$ cat config.mk
export PLATFORM = sky130hd
export DESIGN_NAME = attitude_pid_motor_mixer
export DESIGN_NICKNAME = d
export VERILOG_FILES = /design/src/rtl/core/apm_pkg.sv /design/src/rtl/core/attitude_pid_motor_mixer.sv /design/src/rtl/core/apm_csr.sv /design/src/rtl/core/apm_ctrl.sv /design/src/rtl/core/apm_dp.sv
export SDC_FILE = /design/constraint.sdc
export NUM_CORES = 2
export LEC_CHECK = 0
export BUFFER_PORTS_ARGS = -buffer_cell sky130_fd_sc_hd__buf_2
export CORE_UTILIZATION = 35
export DETAILED_ROUTE_END_ITERATION = 12
export PLACE_DENSITY = 0.56
export SYNTH_ARGS = -nofsm -noshare
export SYNTH_HDL_FRONTEND = slang
export SYNTH_SLANG_ARGS = --single-unit
$ cat constraint.sdc
create_clock -name clock -period 10.95 [get_ports clock]
set_input_delay 0.5475 -clock clock [delete_from_list [all_inputs] [get_ports clock]]
set_output_delay 0.5475 -clock clock [all_outputs]
set_load 0.1 [all_outputs]
$ cat src/rtl/core/apm_pkg.sv
// Shared types and constants for the attitude PID motor mixer.
// Used by the register file, controller and datapath; depends on nothing.
`default_nettype none

package apm_pkg;

   // Field widths fixed by the stream format
   localparam int VALUE_W     = 17;   // roll/pitch value, signed
   localparam int GAIN_W      = 16;   // Q4.12 gains and Q0.16 tick
   localparam int RATE_W      = 16;   // stored rate, signed Q.4
   localparam int MUL_W       = 17;   // signed multiplier operand
   localparam int PROD_W      = 34;   // signed multiplier result
   localparam int CHUNK_W     = 16;   // integral slice per partial product
   localparam int CHUNK_IDX_W = 2;    // enough for integrals up to 64 bits
   localparam int MOTOR_W     = 8;    // motor drive field
   localparam int TICK_FRAC   = 16;   // angle*tick is Q.24, integral is Q.8
   localparam int CMD_FRAC    = 20;   // command sum is Q.20
   localparam int RATE_SHIFT  = 4;    // kd*rate is Q.16, align to Q.20
   localparam int CMD_BIAS    = 128;

   localparam int CSR_IDX_W   = 3;

   // Register indexes
   localparam logic [CSR_IDX_W-1:0] REG_ROLL_KP  = 3'd0;
   localparam logic [CSR_IDX_W-1:0] REG_ROLL_KI  = 3'd1;
   localparam logic [CSR_IDX_W-1:0] REG_ROLL_KD  = 3'd2;
   localparam logic [CSR_IDX_W-1:0] REG_PITCH_KP = 3'd3;
   localparam logic [CSR_IDX_W-1:0] REG_PITCH_KI = 3'd4;
   localparam logic [CSR_IDX_W-1:0] REG_PITCH_KD = 3'd5;
   localparam logic [CSR_IDX_W-1:0] REG_TICK     = 3'd6;

   // Multiplier operand selects
   localparam logic [1:0] MUL_TICK = 2'd0;   // tick * angle
   localparam logic [1:0] MUL_KP   = 2'd1;   // kp * angle
   localparam logic [1:0] MUL_KI   = 2'd2;   // ki * integral slice
   localparam logic [1:0] MUL_KD   = 2'd3;   // kd * rate

   // Accumulator operations, applied to the previous cycle's product
   localparam logic [2:0] ACC_NONE   = 3'd0;
   localparam logic [2:0] ACC_INTEG  = 3'd1;  // update integral, load bias
   localparam logic [2:0] ACC_ADD_KP = 3'd2;
   localparam logic [2:0] ACC_ADD_KI = 3'd3;
   localparam logic [2:0] ACC_SUB_KD = 3'd4;
   localparam logic [2:0] ACC_STORE  = 3'd5;  // clamp and latch motor pair

   typedef struct packed {
      logic [GAIN_W-1:0] roll_kp;
      logic [GAIN_W-1:0] roll_ki;
      logic [GAIN_W-1:0] roll_kd;
      logic [GAIN_W-1:0] pitch_kp;
      logic [GAIN_W-1:0] pitch_ki;
      logic [GAIN_W-1:0] pitch_kd;
      logic [GAIN_W-1:0] tick_interval;
   } gains_type;

   typedef struct packed {
      logic [1:0]             mul_sel;
      logic [CHUNK_IDX_W-1:0] chunk;
      logic [2:0]             acc_op;
      logic                   axis;       // 0 roll, 1 pitch
      logic                   load_rate;
      logic                   load_angle;
      logic                   publish;
   } cmd_type;

   typedef struct packed {
      logic out_free;
   } status_type;

endpackage

`default_nettype wire

$ cat src/rtl/core/attitude_pid_motor_mixer.sv
// Top level of the two-axis attitude PID with four-motor mix.
// Instantiates apm_csr, apm_ctrl and apm_dp; depends on apm_pkg.
//
//   channel | dir | payload
//   req_    | in  | tuser: func; tdata: roll_value[16:0], pitch_value[33:17]
//   rsp_    | out | tdata: motor_front, motor_right, motor_back, motor_left
//   csr_    | in  | index 0..6 = roll kp/ki/kd, pitch kp/ki/kd, tick
//
// A gyro item only loads the rates and leaves the input ready. An inclinometer item
// runs both axes through the single shared 17x17 multiplier, doing (NCH+3) products
// per axis, NCH = ceil(INTEGRAL_BITS/16); the input is not ready meanwhile.
// A stalled result stays in the output register; the next item is taken
// meanwhile, and a second result waits until the first transfers.
// Synchronous reset restores the gains and clears the integrals and rates.
`default_nettype none

module attitude_pid_motor_mixer #(
   parameter int INTEGRAL_BITS = 32,
   parameter int MOTOR_MAX     = 255
) (
   input  wire logic         clock,
   input  wire logic         reset,
   input  wire logic         req_tvalid,
   output      logic         req_tready,
   input  wire logic [39:0]  req_tdata,   // roll_value[16:0], pitch_value[33:17], zero pad
   input  wire logic [0:0]   req_tuser,   // func
   output      logic         rsp_tvalid,
   input  wire logic         rsp_tready,
   output      logic [31:0]  rsp_tdata,   // front[7:0], right[15:8], back[23:16], left[31:24]
   input  wire logic         csr_we,
   input  wire logic [2:0]   csr_index,
   input  wire logic [15:0]  csr_wdata
);
   import apm_pkg::*;

   gains_type  gains;
   cmd_type    cmd;
   status_type status;

   apm_csr u_csr (
      .clock     (clock),
      .reset     (reset),
      .csr_we    (csr_we),
      .csr_index (csr_index),
      .csr_wdata (csr_wdata),
      .gains     (gains)
   );

   apm_ctrl #(
      .INTEGRAL_BITS (INTEGRAL_BITS)
   ) u_ctrl (
      .clock      (clock),
      .reset      (reset),
      .req_tvalid (req_tvalid),
      .req_func   (req_tuser[0]),
      .req_tready (req_tready),
      .status     (status),
      .cmd        (cmd)
   );

   apm_dp #(
      .INTEGRAL_BITS (INTEGRAL_BITS),
      .MOTOR_MAX     (MOTOR_MAX)
   ) u_dp (
      .clock       (clock),
      .reset       (reset),
      .cmd         (cmd),
      .status      (status),
      .gains       (gains),
      .roll_value  (req_tdata[VALUE_W-1:0]),
      .pitch_value (req_tdata[2*VALUE_W-1:VALUE_W]),
      .rsp_tvalid  (rsp_tvalid),
      .rsp_tready  (rsp_tready),
      .rsp_tdata   (rsp_tdata)
   );

endmodule

`default_nettype wire

$ cat src/rtl/core/apm_csr.sv
// Gain and tick register file for the attitude PID motor mixer.
// Depends on apm_pkg for the register indexes and the gains struct.
`default_nettype none

module apm_csr (
   input  wire logic                             clock,
   input  wire logic                             reset,
   input  wire logic                             csr_we,
   input  wire logic [apm_pkg::CSR_IDX_W-1:0]    csr_index,
   input  wire logic [apm_pkg::GAIN_W-1:0]       csr_wdata,
   output apm_pkg::gains_type                    gains
);
   import apm_pkg::*;

   gains_type gains_ff, gains_in;

   always_comb begin
      gains_in = gains_ff;
      if (csr_we) begin
         case (csr_index)
            REG_ROLL_KP:  gains_in.roll_kp       = csr_wdata;
            REG_ROLL_KI:  gains_in.roll_ki       = csr_wdata;
            REG_ROLL_KD:  gains_in.roll_kd       = csr_wdata;
            REG_PITCH_KP: gains_in.pitch_kp      = csr_wdata;
            REG_PITCH_KI: gains_in.pitch_ki      = csr_wdata;
            REG_PITCH_KD: gains_in.pitch_kd      = csr_wdata;
            REG_TICK:     gains_in.tick_interval = csr_wdata;
            default: ;    // drop writes beyond the list
         endcase
      end
   end

   always_ff @(posedge clock) begin
      if (reset) begin
         gains_ff.roll_kp       <= 16'd8192;
         gains_ff.roll_ki       <= 16'd41;
         gains_ff.roll_kd       <= 16'd819;
         gains_ff.pitch_kp      <= 16'd4096;
         gains_ff.pitch_ki      <= 16'd410;
         gains_ff.pitch_kd      <= 16'd819;
         gains_ff.tick_interval <= 16'd1049;
      end else begin
         gains_ff <= gains_in;
      end
   end

   assign gains = gains_ff;

endmodule

`default_nettype wire

$ cat src/rtl/core/apm_ctrl.sv
// Sequencer for the attitude PID motor mixer: accepts items and steps the
// shared multiplier and accumulator through both axes. Depends on apm_pkg.
`default_nettype none

module apm_ctrl #(
   parameter int INTEGRAL_BITS = 32
) (
   input  wire logic                 clock,
   input  wire logic                 reset,
   input  wire logic                 req_tvalid,
   input  wire logic                 req_func,
   output      logic                 req_tready,
   input  wire apm_pkg::status_type  status,
   output apm_pkg::cmd_type          cmd
);
   import apm_pkg::*;

   localparam int NCH       = (INTEGRAL_BITS + CHUNK_W - 1) / CHUNK_W;
   localparam int LAST_STEP = NCH + 4;
   localparam int STEP_W    = $clog2(LAST_STEP + 1);

   localparam logic [1:0] ST_IDLE = 2'd0;
   localparam logic [1:0] ST_RUN  = 2'd1;
   localparam logic [1:0] ST_WAIT = 2'd2;

   logic [1:0]        state_ff, state_in;
   logic [STEP_W-1:0] step_ff, step_in;
   logic              axis_ff, axis_in;

   always_comb begin
      state_in   = state_ff;
      step_in    = step_ff;
      axis_in    = axis_ff;
      req_tready = 1'b0;
      cmd        = '0;
      cmd.mul_sel = MUL_TICK;
      cmd.acc_op  = ACC_NONE;
      cmd.axis    = axis_ff;
      case (state_ff)
         ST_IDLE: begin
            // hold off transfers while reset is asserted
            req_tready = !reset;
            if (req_tvalid && !reset) begin
               if (req_func) begin
                  cmd.load_angle = 1'b1;
                  state_in       = ST_RUN;
                  step_in        = '0;
                  axis_in        = 1'b0;
               end else begin
                  cmd.load_rate = 1'b1;
               end
            end
         end
         ST_RUN: begin
            // product of step n is accumulated in step n+1
            if (step_ff == STEP_W'(0)) begin
               cmd.mul_sel = MUL_TICK;
            end else if (step_ff == STEP_W'(1)) begin
               cmd.acc_op  = ACC_INTEG;
               cmd.mul_sel = MUL_KP;
            end else if (step_ff <= STEP_W'(NCH + 1)) begin
               cmd.acc_op  = (step_ff == STEP_W'(2)) ? ACC_ADD_KP : ACC_ADD_KI;
               cmd.mul_sel = MUL_KI;
               cmd.chunk   = CHUNK_IDX_W'(step_ff - STEP_W'(2));
            end else if (step_ff == STEP_W'(NCH + 2)) begin
               cmd.acc_op  = ACC_ADD_KI;
               cmd.mul_sel = MUL_KD;
            end else if (step_ff == STEP_W'(NCH + 3)) begin
               cmd.acc_op  = ACC_SUB_KD;
            end else begin
               cmd.acc_op  = ACC_STORE;
            end

            if (step_ff == STEP_W'(LAST_STEP)) begin
               step_in = '0;
               if (axis_ff) begin
                  state_in = ST_WAIT;
               end else begin
                  axis_in = 1'b1;
               end
            end else begin
               step_in = step_ff + STEP_W'(1);
            end
         end
         ST_WAIT: begin
            // hold until the output register can take the result
            if (status.out_free) begin
               cmd.publish = 1'b1;
               state_in    = ST_IDLE;
            end
         end
         default: begin
            state_in = ST_IDLE;
         end
      endcase
   end

   always_ff @(posedge clock) begin
      if (reset) begin
         state_ff <= ST_IDLE;
         step_ff  <= '0;
         axis_ff  <= 1'b0;
      end else begin
         state_ff <= state_in;
         step_ff  <= step_in;
         axis_ff  <= axis_in;
      end
   end

endmodule

`default_nettype wire

$ cat src/rtl/core/apm_dp.sv
// Datapath of the attitude PID motor mixer: sample and state registers,
// shared 17x17 multiplier, command accumulator, clamp and output register.
// Depends on apm_pkg; driven by apm_ctrl commands.
`default_nettype none

module apm_dp #(
   parameter int INTEGRAL_BITS = 32,
   parameter int MOTOR_MAX     = 255
) (
   input  wire logic                                clock,
   input  wire logic                                reset,
   input  wire apm_pkg::cmd_type                    cmd,
   output apm_pkg::status_type                      status,
   input  wire apm_pkg::gains_type                  gains,
   input  wire logic signed [apm_pkg::VALUE_W-1:0]  roll_value,
   input  wire logic signed [apm_pkg::VALUE_W-1:0]  pitch_value,
   output      logic                                rsp_tvalid,
   input  wire logic                                rsp_tready,
   output      logic [4*apm_pkg::MOTOR_W-1:0]       rsp_tdata
);
   import apm_pkg::*;

   localparam int IB     = INTEGRAL_BITS;
   localparam int NCH    = (IB + CHUNK_W - 1) / CHUNK_W;
   localparam int CHK_W  = $clog2(NCH);
   localparam int ACC_W  = IB + 18;
   localparam int SUM_W  = ACC_W - CMD_FRAC;
   localparam int MW     = $clog2(MOTOR_MAX + 1);
   localparam int INC_W  = PROD_W - TICK_FRAC;

   logic signed [VALUE_W-1:0] angle_ff [2];
   logic signed [VALUE_W-1:0] angle_in [2];
   logic signed [RATE_W-1:0]  rate_ff  [2];
   logic signed [RATE_W-1:0]  rate_in  [2];
   logic signed [IB-1:0]      integ_ff [2];
   logic signed [IB-1:0]      integ_in [2];
   logic signed [PROD_W-1:0]  prod_ff, prod_in;
   logic [CHK_W-1:0]          chunk_ff, chunk_in;
   logic signed [ACC_W-1:0]   acc_ff, acc_in;
   logic [MOTOR_W-1:0]        motor_ff [4];
   logic [MOTOR_W-1:0]        motor_in [4];
   logic                      rsp_valid_ff, rsp_valid_in;
   logic [4*MOTOR_W-1:0]      rsp_data_ff, rsp_data_in;

   logic signed [GAIN_W-1:0]  kp_sel, ki_sel, kd_sel;
   logic signed [VALUE_W-1:0] angle_sel;
   logic signed [RATE_W-1:0]  rate_sel;
   logic signed [IB-1:0]      integ_sel;
   logic signed [MUL_W-1:0]   chunk_arr [NCH];
   logic signed [MUL_W-1:0]   mul_a, mul_b;
   logic signed [INC_W-1:0]   step_inc;
   logic signed [IB:0]        integ_sum;
   logic signed [IB-1:0]      integ_sat;
   logic signed [ACC_W-1:0]   prod_ext, ki_term;
   logic [SUM_W-1:0]          acc_hi;
   logic [MW-1:0]             cmd_val, comp_val;

   function automatic logic signed [RATE_W-1:0] sat_rate(
      input logic signed [VALUE_W-1:0] v
   );
      logic signed [RATE_W-1:0] r;
      if (v[VALUE_W-1] != v[VALUE_W-2]) begin
         r = v[VALUE_W-1] ? {1'b1, {(RATE_W-1){1'b0}}} : {1'b0, {(RATE_W-1){1'b1}}};
      end else begin
         r = v[RATE_W-1:0];
      end
      return r;
   endfunction

   // Operand selection for the current axis
   always_comb begin
      kp_sel    = cmd.axis ? gains.pitch_kp : gains.roll_kp;
      ki_sel    = cmd.axis ? gains.pitch_ki : gains.roll_ki;
      kd_sel    = cmd.axis ? gains.pitch_kd : gains.roll_kd;
      angle_sel = angle_ff[cmd.axis];
      rate_sel  = rate_ff[cmd.axis];
      integ_sel = integ_ff[cmd.axis];
   end

   // Integral split into unsigned low slices and a signed top slice
   always_comb begin
      for (int k = 0; k < NCH - 1; k++) begin
         chunk_arr[k] = {1'b0, integ_sel[k*CHUNK_W +: CHUNK_W]};
      end
      chunk_arr[NCH-1] = MUL_W'($signed(integ_sel[IB-1:CHUNK_W*(NCH-1)]));
   end

   always_comb begin
      case (cmd.mul_sel)
         MUL_TICK: begin
            mul_a = {1'b0, gains.tick_interval};
            mul_b = angle_sel;
         end
         MUL_KP: begin
            mul_a = MUL_W'(kp_sel);
            mul_b = angle_sel;
         end
         MUL_KI: begin
            mul_a = MUL_W'(ki_sel);
            mul_b = chunk_arr[cmd.chunk[CHK_W-1:0]];
         end
         MUL_KD: begin
            mul_a = MUL_W'(kd_sel);
            mul_b = MUL_W'(rate_sel);
         end
         default: begin
            mul_a = '0;
            mul_b = '0;
         end
      endcase
      prod_in  = mul_a * mul_b;
      chunk_in = cmd.chunk[CHK_W-1:0];
   end

   // Integral update: floor angle*tick to Q.8, saturate the sum
   always_comb begin
      step_inc  = prod_ff[PROD_W-1:TICK_FRAC];
      integ_sum = (IB+1)'(integ_sel) + (IB+1)'(step_inc);
      if (integ_sum[IB] != integ_sum[IB-1]) begin
         integ_sat = integ_sum[IB] ? {1'b1, {(IB-1){1'b0}}} : {1'b0, {(IB-1){1'b1}}};
      end else begin
         integ_sat = integ_sum[IB-1:0];
      end
   end

   // Command clamp
   always_comb begin
      acc_hi = acc_ff[ACC_W-1:CMD_FRAC];
      if (acc_ff[ACC_W-1]) begin
         cmd_val = '0;
      end else if (acc_hi > SUM_W'(MOTOR_MAX)) begin
         cmd_val = MW'(MOTOR_MAX);
      end else begin
         cmd_val = acc_hi[MW-1:0];
      end
      comp_val = MW'(MOTOR_MAX) - cmd_val;
   end

   always_comb begin
      prod_ext = ACC_W'(prod_ff);
      ki_term  = prod_ext << (CHUNK_W * chunk_ff);

      angle_in = angle_ff;
      rate_in  = rate_ff;
      integ_in = integ_ff;
      acc_in   = acc_ff;
      motor_in = motor_ff;

      if (cmd.load_angle) begin
         angle_in[0] = roll_value;
         angle_in[1] = pitch_value;
      end
      if (cmd.load_rate) begin
         rate_in[0] = sat_rate(roll_value);
         rate_in[1] = sat_rate(pitch_value);
      end

      case (cmd.acc_op)
         ACC_INTEG: begin
            integ_in[cmd.axis] = integ_sat;
            acc_in = ACC_W'(CMD_BIAS) <<< CMD_FRAC;
         end
         ACC_ADD_KP: acc_in = acc_ff + prod_ext;
         ACC_ADD_KI: acc_in = acc_ff + ki_term;
         ACC_SUB_KD: acc_in = acc_ff - (prod_ext <<< RATE_SHIFT);
         ACC_STORE: begin
            if (cmd.axis) begin
               motor_in[1] = cmd_val[MOTOR_W-1:0];
               motor_in[3] = comp_val[MOTOR_W-1:0];
            end else begin
               motor_in[0] = cmd_val[MOTOR_W-1:0];
               motor_in[2] = comp_val[MOTOR_W-1:0];
            end
         end
         default: ;
      endcase
   end

   // Output register; a new result may load as the old one transfers
   always_comb begin
      rsp_valid_in = rsp_valid_ff && !rsp_tready;
      rsp_data_in  = rsp_data_ff;
      if (cmd.publish) begin
         rsp_valid_in = 1'b1;
         rsp_data_in  = {motor_ff[3], motor_ff[2], motor_ff[1], motor_ff[0]};
      end
      status.out_free = !rsp_valid_ff || rsp_tready;
   end

   always_ff @(posedge clock) begin
      if (reset) begin
         rate_ff[0]   <= '0;
         rate_ff[1]   <= '0;
         integ_ff[0]  <= '0;
         integ_ff[1]  <= '0;
         rsp_valid_ff <= 1'b0;
      end else begin
         rate_ff      <= rate_in;
         integ_ff     <= integ_in;
         rsp_valid_ff <= rsp_valid_in;
      end
   end

   always_ff @(posedge clock) begin
      angle_ff    <= angle_in;
      prod_ff     <= prod_in;
      chunk_ff    <= chunk_in;
      acc_ff      <= acc_in;
      motor_ff    <= motor_in;
      rsp_data_ff <= rsp_data_in;
   end

   assign rsp_tvalid = rsp_valid_ff;
   assign rsp_tdata  = rsp_data_ff;

endmodule

`default_nettype wire

==> impl_metrics.json <==
{
  "tightest_slew_ns": 1.17,
  "slew_headroom_pct": 21.6,
  "clock_skew_ns": 0.0185,
  "p_per_area_mw_per_mm2": 185,
  "cts_setup_buffers": 0,
  "hold_buffers": 0,
  "fin_util_pct": 39.4,
  "drtPass1Iterations": 5,
  "mostFrequentLayoutCell": "nand2_1",
  "reg2reg_slack_ns": 1.66,
  "syn_to_final_growth_pct": 11.0,
  "path_class": "reg2reg",
  "cts_buffer_depth": 3,
  "synth_fp_nets": 4348,
  "max_cap_viol_count": 0,
  "slowest_stage": "o21ai_1",
  "synth_edf_count": 148,
  "dominantRegCellSynth": "dfxtp_1",
  "ant_nets": 0,
  "fp.dieW_um": 310,
  "final_area_mm2": 0.0368,
  "routedWlPerCell_um": 17.5,
  "hp-class": "in2reg",
  "portBuffers": 92,
  "layout_common_cells": "489 x nand2_1, 443 x inv_1, 373 x nor2_1",
  "track_usage_pct": 18.7,
  "timing.final.crit_period_ns": 9.29,
  "setup_viol": 0,
  "slew_violations": 0,
  "grt_max_degree": 100,
  "cp_max_fo": 19,
  "start_util_pct": 35.5,
  "async_reset_ff_share_pct": 0,
  "ys_warn_count": 0,
  "max_freq_mhz": 108,
  "outcome": "finished, final reports clean",
  "total_power_mw": 6.82,
  "fin_nets": 4400,
  "cp-startpoint": "u_ctrl.state_ff[1]$_SDFFE_PP0P_",
  "min_path_cells": 1,
  "clock-root-buffer": "clkbuf_16",
  "seq_area_frac_synth_pct": 28.5,
  "die_h_um": 310,
  "fp.coreArea_mm2": 0.0936,
  "rows": 112,
  "drive_above_1_share_pct": 8.71,
  "postPlaceCellArea_mm2": 0.0352,
  "dieArea_mm2": 0.0961,
  "start_kind": "flop",
  "worstRegToRegCells": 29,
  "crit_path_max_incr_delay_ns": 0.67,
  "clk_latency_ns": 0.60,
  "path_clk_slew_ns": 0.06,
  "grt_pass1_wl_um": 142000,
  "synth_top_area_share_pct": 18.1,
  "hold_end": "u_dp.angle_ff[22]$_DFFE_PP_",
  "routed_wl_um": 89300,
  "arrival_ns": 9.80,
  "place_congestion": 0.885,
  "p_leak_nw": 15.9,
  "hold_start": "req_tdata[5]",
  "grt_overflow_total": 0,
  "synthTopCellsByArea": "fa_1 18%, dfxtp_1 15%, edfxtp_1 13%, ha_1 8.1%, nand2_1 5.5%",
  "synth_cell_type_count": 83,
  "first_global_vias": 25443,
  "path_common_cell": "fa_1",
  "hold_viol_final": 0,
  "syn_area_mm2": 0.0332,
  "netlist_instances": 3768,
  "htree_levels": 2,
  "cts_resized": 0,
  "drc": 0,
  "antenna_found_initial": 3,
  "rr_startpoint": "u_ctrl.state_ff[1]$_SDFFE_PP0P_",
  "cts_tree": "done",
  "drtIter0Drc": 1818,
  "cts_buffers": 47,
  "yosysTopAreaCell": "fa_1",
  "cp_data_required_time_ns": 11.46,
  "vias": 26076,
  "ys_seq_elements": 398,
  "min_period_over_period_pct": 84.8,
  "dp_hpwl_um": 68900,
  "fin_tns_setup_ns": 0,
  "rsz0062_at_grt": "no",
  "io_pins": 99,
  "r2r-end": "u_dp.prod_ff[32]$_DFF_P_",
  "cts.sinks": 398,
  "vias_per_cell": 5.10,
  "max-vdd-ir-drop_mv": 0.118,
  "worstSetupEndpointType": "flop",
  "avgSynthCellArea_um2": 8.81
}
-- registers in the layout, summed over array words and instances, names as in the netlist --
signal           cells
u_ctrl.step_ff       3
u_ctrl.axis_ff       1
u_dp.rsp_tvalid      1
u_dp.motor_ff       32
u_dp.rate_ff        32
u_dp.rsp_tdata      32
u_ctrl.state_ff      2
u_dp.acc_ff         50
u_dp.angle_ff       34
u_dp.chunk_ff        1
u_dp.integ_ff       64
u_csr.gains        112
u_dp.prod_ff        34
-- report_power, final --
part	switching, mW	internal, mW
Sequential	0.107	1.64
Combinational	1.99	1.40
Clock	0.667	1.02
Total	2.77	4.06
-- layer usage --
layer  track usage, %  up-vias  share of wire [%]
met4             4.89        0                2.3
met3             2.25      112                5.2
li1                 -    12776                  -
met5                0        -                  0
met2             29.6      647                 44
met1             26.9    12541                 48
-- cells by family (layout without fill, tap and decap cells) --
family	Yosys count	count (layout)	synth area share [%]
flops	398	398	28.5
mux	111	111	3.49
other cells	0	2	0
fa+ha+maj	516	516	26.2
compound gates	846	846	15.8
xor+xnor	149	149	3.93
buf+inv	593	682	6.85
simple gates	1155	1155	15.3
-- area by class of cell --
cell class                      count  area [um2]
Multi-Input combinational cell   2777       21500
Antenna cell                        2        5.00
Fill cell                        9592       56800
Tap cell                         1254        1570
Clock inverter                     24         282
Sequential cell                   398        9450
Inverter                          443        1660
Timing Repair Buffer              153         933
Clock buffer                       62        1400
-- critical path, delay by kind of cell, from the launching register on --
kind	cells	cell delay, ns
buf+inv	6	0.83
simple gates	7	1.98
flops	1	0.57
fa+ha+maj	7	3.39
compound gates	8	2.25
xor+xnor	1	0.14
-- per-stage QoR --
stage,hold slack [ns],cells,worst slack (ns)
global route,0.134,5113,1.06
finish,0.148,5113,1.66
CTS,0.114,5111,1.61
global placement,0.402,5025,1.75
floorplan,0.400,3768,3.22
detailed placement,0.405,5025,1.61
-- Yosys cell counts (73+ instances only) --
cell type and n:
nand2_1 490, inv_1 443, nor2_1 375, a21oi_1 306
fa_1 300, dfxtp_1 250, ha_1 215, edfxtp_1 148
clkbuf_1 119, o21ai_0 110, xnor2_1 91, a21o_1 83
mux2i_1 73, o22ai_1 73
-- how the worst max path moves through the flow --
stage                                           to  cells after the start
after floorplan           u_dp.prod_ff[33]$_DFF_P_                     30
after global placement    u_dp.prod_ff[33]$_DFF_P_                     30
after detailed placement  u_dp.prod_ff[32]$_DFF_P_                     29
after CTS                 u_dp.prod_ff[32]$_DFF_P_                     29
after global routing      u_dp.prod_ff[33]$_DFF_P_                     28
final                     u_dp.prod_ff[32]$_DFF_P_                     29
(Power assumes the default switching activity.)
